**config.mk**
```make
export PLATFORM = sky130hd
export DESIGN_NAME = battery_charge_gauge_top
export DESIGN_NICKNAME = d
export VERILOG_FILES = /design/src/design/bcg_pkg.sv /design/src/design/bcg_div.sv /design/src/design/battery_charge_gauge_top.sv
export SDC_FILE = /design/constraint.sdc
export NUM_CORES = 1
export LEC_CHECK = 0
export BUFFER_PORTS_ARGS = -buffer_cell sky130_fd_sc_hd__clkbuf_2
export CAP_MARGIN = 20
export CORE_ASPECT_RATIO = 1.5
export CORE_UTILIZATION = 49
export CTS_CLUSTER_SIZE = 28
export DETAILED_ROUTE_END_ITERATION = 8
export PLACE_DENSITY = 0.62
export SETUP_SLACK_MARGIN = 0.5
export SLEW_MARGIN = 20
export SYNTH_ARGS = -nofsm -noshare
export SYNTH_HDL_FRONTEND = slang
export SYNTH_SLANG_ARGS = --single-unit
```
**constraint.sdc**
```tcl
create_clock -name clk_i -period 11.8 [get_ports clk_i]
set_clock_uncertainty 0.2 [all_clocks]
set_input_delay 1.18 -clock clk_i [delete_from_list [all_inputs] [get_ports clk_i]]
set_output_delay 1.18 -clock clk_i [all_outputs]
set_load 0.005 [all_outputs]
```
**src/design/bcg_pkg.sv**
```systemverilog
// Package for the battery charge gauge: table, widths, codes and helpers.
// Used by every module of the gauge; depends on nothing.
`default_nettype none
package bcg_pkg;
  localparam int TablePoints = 11;
  localparam int TimeBits    = 32;
  localparam int MvBits      = 16;
  localparam int PctBits     = 7;
  localparam int IdxBits     = $clog2(TablePoints);

  localparam logic [1:0] KIND_TICK    = 2'd0;
  localparam logic [1:0] KIND_SAMPLE  = 2'd1;
  localparam logic [1:0] KIND_CHARGER = 2'd2;
  localparam logic [1:0] KIND_POLL    = 2'd3;

  localparam logic [1:0] MODE_DIS   = 2'd0;
  localparam logic [1:0] MODE_CHG   = 2'd1;
  localparam logic [1:0] MODE_ENTER = 2'd2;
  localparam logic [1:0] MODE_LEAVE = 2'd3;

  localparam logic CFG_SETTLE = 1'b0;
  localparam logic CFG_START  = 1'b1;

  typedef logic [MvBits-1:0] mv_t;
  typedef logic [PctBits-1:0] pct_t;

  function automatic mv_t lut_mv(input logic [IdxBits-1:0] i);
    unique case (i)
      4'd0: lut_mv = 16'd800;
      4'd1: lut_mv = 16'd1000;
      4'd2: lut_mv = 16'd2000;
      4'd3: lut_mv = 16'd3000;
      4'd4: lut_mv = 16'd4000;
      4'd5: lut_mv = 16'd5000;
      4'd6: lut_mv = 16'd6000;
      4'd7: lut_mv = 16'd7000;
      4'd8: lut_mv = 16'd8000;
      4'd9: lut_mv = 16'd9000;
      default: lut_mv = 16'd9500;
    endcase
  endfunction

  function automatic pct_t lut_pct(input logic [IdxBits-1:0] i);
    unique case (i)
      4'd0: lut_pct = 7'd0;
      4'd1: lut_pct = 7'd10;
      4'd2: lut_pct = 7'd20;
      4'd3: lut_pct = 7'd30;
      4'd4: lut_pct = 7'd40;
      4'd5: lut_pct = 7'd50;
      4'd6: lut_pct = 7'd60;
      4'd7: lut_pct = 7'd70;
      4'd8: lut_pct = 7'd80;
      4'd9: lut_pct = 7'd90;
      default: lut_pct = 7'd100;
    endcase
  endfunction

  typedef struct packed {
    logic start;
    logic busy;
    logic done;
  } div_ctl_t;
endpackage
`default_nettype wire

```
**src/design/bcg_div.sv**
```systemverilog
// Bit-serial restoring divider: one quotient bit per cycle.
// Depends on bcg_pkg for widths and the control struct.
`default_nettype none
module bcg_div import bcg_pkg::*; (
  input  wire logic              clk_i,
  input  wire logic              rst_ni,
  input  wire logic              start_i,
  input  wire logic [MvBits+PctBits-1:0] num_i,
  input  wire logic [MvBits-1:0] den_i,
  output div_ctl_t               ctl_o,
  output logic [MvBits+PctBits-1:0] quo_o
);
  localparam int NB = MvBits + PctBits;
  localparam int CB = $clog2(NB + 1);

  logic [NB-1:0]   quo_q, quo_d;
  logic [MvBits:0] rem_q, rem_d;
  logic [MvBits-1:0] den_q;
  logic [CB-1:0]   cnt_q, cnt_d;
  logic            busy_q, busy_d, done_q, done_d;
  logic [MvBits:0] trial;

  always_comb begin
    quo_d = quo_q; rem_d = rem_q; cnt_d = cnt_q;
    busy_d = busy_q; done_d = 1'b0;
    trial = {rem_q[MvBits-1:0], quo_q[NB-1]};
    if (start_i) begin
      quo_d = num_i; rem_d = '0; cnt_d = CB'(NB); busy_d = 1'b1;
    end else if (busy_q) begin
      if (trial >= {1'b0, den_q}) begin
        rem_d = trial - {1'b0, den_q};
        quo_d = {quo_q[NB-2:0], 1'b1};
      end else begin
        rem_d = trial;
        quo_d = {quo_q[NB-2:0], 1'b0};
      end
      cnt_d = cnt_q - 1'b1;
      if (cnt_q == CB'(1)) begin
        busy_d = 1'b0; done_d = 1'b1;
      end
    end
  end

  always_ff @(posedge clk_i or negedge rst_ni) begin
    if (!rst_ni) begin
      busy_q <= 1'b0; done_q <= 1'b0; cnt_q <= '0;
    end else begin
      busy_q <= busy_d; done_q <= done_d; cnt_q <= cnt_d;
    end
  end

  always_ff @(posedge clk_i) begin
    quo_q <= quo_d; rem_q <= rem_d;
    if (start_i) den_q <= den_i;
  end

  assign ctl_o = '{start: start_i, busy: busy_q, done: done_q};
  assign quo_o = quo_q;
endmodule
`default_nettype wire

```
**src/design/battery_charge_gauge_top.sv**
```systemverilog
// Top level of the battery charge gauge: sequencer, state and output register.
// Depends on bcg_pkg and bcg_div.
`default_nettype none
// The gauge takes one transaction at a time on the input channel (in_valid_i,
// in_stall_o) and returns exactly one result transaction per input on the
// output channel (out_valid_o, out_stall_i). A tick advances a wrapping time
// counter, a sample stores the battery voltage, a charger transaction changes
// the charging mode, and a poll recomputes the displayed percentage; while the
// charger is being entered or left, only once the settle time has passed.
// Ticks, samples and charger changes go straight to the output register. A poll
// that needs the table takes a segment scan, one table point per cycle, and then
// a serial divide, one quotient bit per cycle, whose done flag is registered.
// The result sits in an output register; while the receiver stalls, the
// result holds and no new input is taken until the result leaves.
// Reset loads the register defaults (settle 60 ticks, start 100 percent),
// mode discharging and clears the time, voltage and charger state. The user
// must write configuration only while idle; the gauge does not enforce it.
// Writing the start register reloads the displayed percentage, clamped to 100.
module battery_charge_gauge_top import bcg_pkg::*; (
  input  wire logic         clk_i,
  input  wire logic         rst_ni,
  input  wire logic         cfg_we_i,
  input  wire logic         cfg_index_i,
  input  wire logic [15:0]  cfg_wdata_i,
  input  wire logic         in_valid_i,
  output logic              in_stall_o,
  input  wire logic [1:0]   kind_i,
  input  wire logic [15:0]  sample_mv_i,
  input  wire logic         charger_on_i,
  output logic              out_valid_o,
  input  wire logic         out_stall_i,
  output logic [6:0]        shown_percent_o,
  output logic [1:0]        gauge_mode_o
);
  localparam logic [2:0] ST_IDLE = 3'd0;
  localparam logic [2:0] ST_PREP = 3'd1;
  localparam logic [2:0] ST_SCAN = 3'd2;
  localparam logic [2:0] ST_DIV  = 3'd3;
  localparam logic [2:0] ST_APPL = 3'd4;
  localparam logic [2:0] ST_OUT  = 3'd5;

  logic [2:0] st_q, st_d;
  logic [15:0] settle_q;
  logic [1:0] mode_q, mode_d;
  pct_t disp_q, disp_d, last_q, last_d, lvl_q, lvl_d;
  logic [TimeBits-1:0] tick_q, tick_d, chg_tick_q, chg_tick_d;
  mv_t bat_q, bat_d, chg_mv_q, chg_mv_d, off_q, off_d, v_q, v_d;
  logic flag_q, flag_d;
  logic [IdxBits-1:0] idx_q, idx_d;
  logic out_v_q, out_v_d;
  logic [6:0] op_q, op_d;
  logic [1:0] om_q, om_d;

  logic div_start;
  logic [MvBits+PctBits-1:0] div_num, div_quo;
  mv_t div_den;
  div_ctl_t div_ctl;

  bcg_div u_div (.clk_i, .rst_ni, .start_i(div_start), .num_i(div_num),
                 .den_i(div_den), .ctl_o(div_ctl), .quo_o(div_quo));

  logic accept;
  logic [TimeBits-1:0] elapsed;
  logic settled;
  pct_t seg_dp;
  mv_t seg_lo, seg_dv;
  logic [7:0] val, sum;
  pct_t pcur;

  assign accept     = in_valid_i && (st_q == ST_IDLE);
  assign in_stall_o = (st_q != ST_IDLE);
  assign elapsed    = tick_q - chg_tick_q;
  assign settled    = elapsed > {{(TimeBits-16){1'b0}}, settle_q};
  assign seg_lo     = lut_mv(idx_q - 1'b1);
  assign seg_dv     = lut_mv(idx_q) - seg_lo;
  assign seg_dp     = lut_pct(idx_q) - lut_pct(idx_q - 1'b1);
  assign div_num    = PctBits'(seg_dp) * (MvBits+PctBits)'(v_q - seg_lo);
  assign div_den    = seg_dv;

  always_comb begin
    st_d = st_q; mode_d = mode_q; disp_d = disp_q; last_d = last_q;
    lvl_d = lvl_q; tick_d = tick_q; chg_tick_d = chg_tick_q; bat_d = bat_q;
    chg_mv_d = chg_mv_q; off_d = off_q; v_d = v_q; flag_d = flag_q;
    idx_d = idx_q; out_v_d = out_v_q; op_d = op_q; om_d = om_q;
    div_start = 1'b0; val = '0; sum = '0; pcur = lvl_q;
    unique case (st_q)
      ST_IDLE: begin
        if (accept) begin
          st_d = ST_OUT;
          unique case (kind_i)
            KIND_TICK: tick_d = tick_q + 1'b1;
            KIND_SAMPLE: bat_d = sample_mv_i;
            KIND_CHARGER: begin
              if (charger_on_i != flag_q) begin
                flag_d = charger_on_i;
                unique case (mode_q)
                  MODE_DIS: if (!flag_q) begin
                    mode_d = MODE_ENTER; chg_tick_d = tick_q; chg_mv_d = bat_q;
                  end
                  MODE_CHG: if (flag_q) begin
                    mode_d = MODE_LEAVE; chg_tick_d = tick_q; chg_mv_d = bat_q;
                    off_d = '0;
                  end
                  MODE_ENTER: mode_d = MODE_LEAVE;
                  default: mode_d = MODE_ENTER;
                endcase
              end
            end
            default: begin
              if (mode_q == MODE_DIS || mode_q == MODE_CHG || settled) begin
                st_d = ST_PREP;
                if (mode_q == MODE_ENTER && off_q == '0)
                  off_d = (bat_q > chg_mv_q) ? bat_q - chg_mv_q : '0;
                else if (mode_q == MODE_LEAVE)
                  off_d = '0;
              end
            end
          endcase
        end
      end
      ST_PREP: begin
        v_d = (bat_q > off_q) ? bat_q - off_q : '0;
        idx_d = IdxBits'(1);
        st_d = ST_SCAN;
        if (v_d < lut_mv('0)) begin
          lvl_d = lut_pct('0); st_d = ST_APPL;
        end else if (v_d >= lut_mv(IdxBits'(TablePoints-1))) begin
          lvl_d = lut_pct(IdxBits'(TablePoints-1)); st_d = ST_APPL;
        end
      end
      ST_SCAN: begin
        if (v_q < lut_mv(idx_q)) begin
          div_start = 1'b1; st_d = ST_DIV;
        end else begin
          idx_d = idx_q + 1'b1;
        end
      end
      ST_DIV: begin
        if (div_ctl.done) begin
          lvl_d = PctBits'(div_quo) + lut_pct(idx_q - 1'b1);
          st_d = ST_APPL;
        end
      end
      ST_APPL: begin
        st_d = ST_OUT;
        pcur = lvl_q;
        unique case (mode_q)
          MODE_DIS: if (pcur < disp_q) disp_d = pcur;
          MODE_CHG: if (pcur > disp_q) disp_d = pcur;
          MODE_ENTER: begin
            last_d = (last_q == '0) ? pcur : last_q;
            // The step can reach 297 before halving, so it is formed in 9 bits.
            val = (pcur > last_d) ? 8'((9'(pcur - last_d) * 9'd3) >> 1) : 8'd0;
            sum = 8'(disp_q) + val;
            disp_d = (sum > 8'(pcur)) ? pcur : PctBits'(sum);
            last_d = pcur;
            if (disp_d == pcur) begin
              mode_d = MODE_CHG; last_d = '0;
            end
          end
          default: begin
            last_d = (last_q == '0) ? pcur : last_q;
            val = (pcur < last_d) ? 8'((9'(last_d - pcur) * 9'd3) >> 1) : 8'd0;
            sum = 8'(pcur) + val;
            disp_d = (8'(disp_q) < sum) ? pcur : PctBits'(8'(disp_q) - val);
            last_d = pcur;
            if (disp_d == pcur) begin
              mode_d = MODE_DIS; last_d = '0;
            end
          end
        endcase
      end
      default: begin
        // Present the result once; hold it while the receiver stalls.
        if (!out_v_q) begin
          out_v_d = 1'b1; op_d = disp_q; om_d = mode_q;
        end else if (!out_stall_i) begin
          out_v_d = 1'b0; st_d = ST_IDLE;
        end
      end
    endcase
    if (cfg_we_i && cfg_index_i == CFG_START)
      disp_d = (cfg_wdata_i[6:0] > 7'd100) ? 7'd100 : cfg_wdata_i[6:0];
  end

  always_ff @(posedge clk_i or negedge rst_ni) begin
    if (!rst_ni) begin
      st_q <= ST_IDLE; mode_q <= MODE_DIS; disp_q <= 7'd100; last_q <= '0;
      tick_q <= '0; chg_tick_q <= '0; bat_q <= '0; chg_mv_q <= '0;
      off_q <= '0; flag_q <= 1'b0; out_v_q <= 1'b0; settle_q <= 16'd60;
    end else begin
      st_q <= st_d; mode_q <= mode_d; disp_q <= disp_d; last_q <= last_d;
      tick_q <= tick_d; chg_tick_q <= chg_tick_d; bat_q <= bat_d;
      chg_mv_q <= chg_mv_d; off_q <= off_d; flag_q <= flag_d;
      out_v_q <= out_v_d;
      if (cfg_we_i && cfg_index_i == CFG_SETTLE) settle_q <= cfg_wdata_i;
    end
  end

  always_ff @(posedge clk_i) begin
    lvl_q <= lvl_d; v_q <= v_d; idx_q <= idx_d; op_q <= op_d; om_q <= om_d;
  end

  assign out_valid_o     = out_v_q;
  assign shown_percent_o = op_q;
  assign gauge_mode_o    = om_q;
endmodule
`default_nettype wire

```
==> reports/metrics.sh <==
TIMING.CRITICAL_PATH.FANOUT_MAX=17
SYNTH-SIMPLE-AREA-SHARE_PCT=14.37
GRT_PASS1_VIAS=18140
POSTSYNTHCELLCOUNT=2508
POST_SYNTH_XOR_AREA_FRACTION_PCT=7.509
CTS.HOLD.BUFFERS_ADDED=0
INITIAL_UTILIZATION_PCT=49.71
BUFFER_COUNT_FROM_POST_CTS_SETUP_FIXING=0
CTSHTREEMAXLEVEL=1
CELL_WITH_THE_MOST_INSTANCES_AFTER_SYNTHESIS='sky130_fd_sc_hd__ha_1'
YOSYS.AREA_SHARE.ADDER_PCT=22.43
ANTENNADIODECOUNT=0
SYN-CELL-AREA_UM2=22810
SYNTH_TOP_FAMILY_BY_AREA='adder cells'
CTS_MAX_PATH_BUFFERS=3
HOLD_PATH.CLASS='register to register'
FLOORPLAN.DIE.WIDTH_UM=178.2
SYNTH_TO_FINAL_AREA_CHANGE_PCT=8.030
FINALCRITPERIODSHARE_PCT=79.19
CRITICAL_PATH.N_BUFFERS_INVERTERS=7
CLOCK.FMAX_GHz=0.1070
SYNTH_CELL_TYPE_COUNT=83
SLOWEST_STAGE='sky130_fd_sc_hd__a2111oi_0'
TOTAL_OF_FILL_CELLS_IN_THE_FINISHED_DESIGN=4298
WHS_NS=0.2814
CORE_AREA_UM2=45880
DRIVE_GT1_SHARE_PCT=9.626
DIE_HEIGHT_UM=266.3
CRITICAL_PATH.MAX_STAGE_DELAY_NS=0.76
FINALWIRELENGTH_MM=52.38
GRT_USAGE_PCT=22.92
DRT_ITER0_MARKERS=616
GLOBALROUTE.TOTALOVERFLOW=0
ANTENNA_VIOLATIONS_BEFORE_REPAIR=0
CRIT_ARRIVAL_NS=9.43
NUM_VIAS=17463
FLOORPLAN.DIE_AREA_UM2=47440
TRITONCTS='built'
FIRST_PASS_ITERS=5
DETAILEDPLACEMENTHPWL_MM=42.16
SYNTH_COMPOUND_GATE_AREA_SHARE_PCT=15.50
GRT_FIRST_PASS_WIRELENGTH_MM=88.07
CRITICAL_PATH_REQUIRED_NS=11.88
TRITONCTS_NUM_SINKS=261
ROUTE.DETAILED.VIAS_PER_INST=5.537
SYNTHESIS.NETS=2910
SYNTH.FF_LATCH_COUNT=261
TIMING_MAX_TRANSITION_VIOLATIONS_FINAL=0
YS_WARN_COUNT=0
SITE_ROWS=96
SYNTH_SEQUENTIAL_AREA_RATIO_PCT=29.57
PORT-BUFFER-COUNT=51
DRC=0
ASYNC_FLOP_SHARE_PCT=59.77
SYNTH_ENABLE_FLOP_CELLS=73
TOTAL_OF_CELLS_RESIZED_AFTER_CLOCK_TREE_SYNTHESIS=0
DETAIL-ROUTE-ANTENNA-NETS=0
TIMING_WORST_SLEW_PIN_VALUE_NS=1.041
FINALWORSTPATHREQUIREDPERIOD_NS=9.344
SETUP_REPAIR_AFTER_GLOBAL_ROUTING_MISSED_ITS_MARGIN='no'
SETUP_TOTAL_NEGATIVE_SLACK_NS=0
CLK_PIN_SLEW_WORST_PATHS_NS=0.06
RUN_STATUS='complete, no violations'
SYNTH_TOP_CELL_BY_AREA='sky130_fd_sc_hd__dfrtp_1'
YOSYS-MUX-AREA-FRACTION_PCT=5.024
SYNTH_LARGEST_TYPE_AREA_FRACTION_PCT=16.35
CLOCK-ROOT-BUFFER='sky130_fd_sc_hd__clkbuf_16'
SYNTH_AREA_LEADERS='sky130_fd_sc_hd__dfrtp_1 (16%), sky130_fd_sc_hd__ha_1 (15%), sky130_fd_sc_hd__edfxtp_1 (9.6%)'
CPLARGESTDELAYFAMILY='compound AO/OA/AOI/OAI gates'
SYNTH-MAIN-FF-CELL='sky130_fd_sc_hd__dfrtp_1'
SYNTH_COMMONEST_CELLS='sky130_fd_sc_hd__ha_1 (281), sky130_fd_sc_hd__inv_1 (275), sky130_fd_sc_hd__nor2_1 (233)'
CP_COMMON_CELL='sky130_fd_sc_hd__inv_1'
SYN_AVG_CELL_AREA_UM2=9.095
DRT-WIRELENGTH-PER-CELL_UM=16.61
CTS_BUFFERS=28
NUMBER_OF_FAILING_HOLD_ENDPOINTS_AT_THE_FINAL_STAGE=0
LAYOUT.NETS=2946
GLOBALPLACE.CONGESTION=0.9145
SETUP-VIOLATIONS-FINAL=0
TIMING.CRITICAL_PATH.FROM_TYPE='register'
CLOCK_INSERTION_DELAY_WORST_SKEW_NS=0.56
DRV_CAP=0
SETUP.WORST_PATH.END_CLASS='register'
SETUP_CRIT_PATH_KIND='register to register'
MAXSLEWHEADROOM_PCT=30.30
GRT_MAX_DEGREE=92
TOP_PORTS=52
-- cell type report --
cell class	instances	area, um^2	area share (%)
well taps	588	735.7	2.986
clock buffers	45	868.3	3.524
flip-flops and latches	261	6745	27.37
multi-input cells	1910	14810	60.10
repair buffers	67	381.6	1.549
clock inverters	7	65.06	0.2640
inverters	276	1036	4.204
-- cell usage in the layout (no fill, tap or decap), drive strengths merged, types with 16 or more instances in the layout --
cell / Yosys / routed
nand3: 47 / 47
o21ai: 147 / 147
o21a: 20 / 20
nor2b: 35 / 35
fa: 80 / 80
nor3: 46 / 46
nand4: 27 / 27
dfrtp: 149 / 149
a31oi: 19 / 19
and2: 17 / 17
inv: 276 / 278
o21bai: 27 / 27
nand2b: 16 / 16
dfxtp: 32 / 32
and3: 19 / 19
a21o: 68 / 68
edfxtp: 73 / 73
or2: 25 / 25
nand2: 183 / 183
mux2i: 17 / 17
xor2: 59 / 59
clkbuf: 57 / 96
a21oi: 157 / 157
nor2: 233 / 233
xnor2: 134 / 134
mux2: 84 / 84
buf: 4 / 16
ha: 281 / 281
-- cells by family (layout without fill, tap and decap cells) --
group,count (synthesis),in the layout
adder cells (fa/ha/maj),361,361
buffers and inverters,337,395
multiplexers,101,101
flip-flops,261,261
AND/OR/NAND/NOR,698,698
AO/OA/AOI/OAI,556,556
XOR/XNOR,194,194
-- routing by layer --
layer  wire, um  part of all wire (%)  track usage, %
met1      21900                    42           26.48
met2      26760                    51           42.01
met3       1490                   2.8           2.626
met4       2224                   4.2           9.794
met5          0                     0               0
-- worst reg2reg max path, delay by kind of cell (launching register included) --
kind / cells / cell delay (ns)
adders and majority gates: 8 / 3.09
xor gates and xnor gates: 2 / 0.29
AOI/OAI and AO/OA: 11 / 3.29
and+or+nand+nor: 3 / 0.61
DFF: 1 / 0.67
buffers and inverters: 7 / 0.93
-- path summary, 6_finish.rpt --
path / startpoint / end / slack, ns / cells past startpoint
setup / recovery: idx_q[0] / u_div.quo_o[20] / 2.46 / 31
hold / removal: chg_tick_q[21] / chg_tick_q[21] / 0.28 / 2
setup reg to reg: idx_q[0] / u_div.quo_o[20] / 2.46 / 31
hold reg to reg: chg_tick_q[21] / chg_tick_q[21] / 0.28 / 2
max in group asynchronous: rst_ni / disp_q[0] / 9.53 / 2
min in group asynchronous: rst_ni / bat_q[7] / 0.47 / 1
-- per-stage QoR --
step           cells  instance area [um^2]  util [%]  setup WS (ns)
2_1_floorplan   2508                 22810         -          3.327
3_3_place_gp    3101                 23700     51.65          2.725
3_5_place_dp    3101                 23700     51.65          2.366
4_1_cts         3153                 24630     53.68          2.373
5_1_grt         3154                 24640     53.71          1.720
6_report        3154                 24640     53.71          2.456
Power is not shown: default switching activity piles up to over one toggle a cycle in this logic, so the estimate is an artifact.
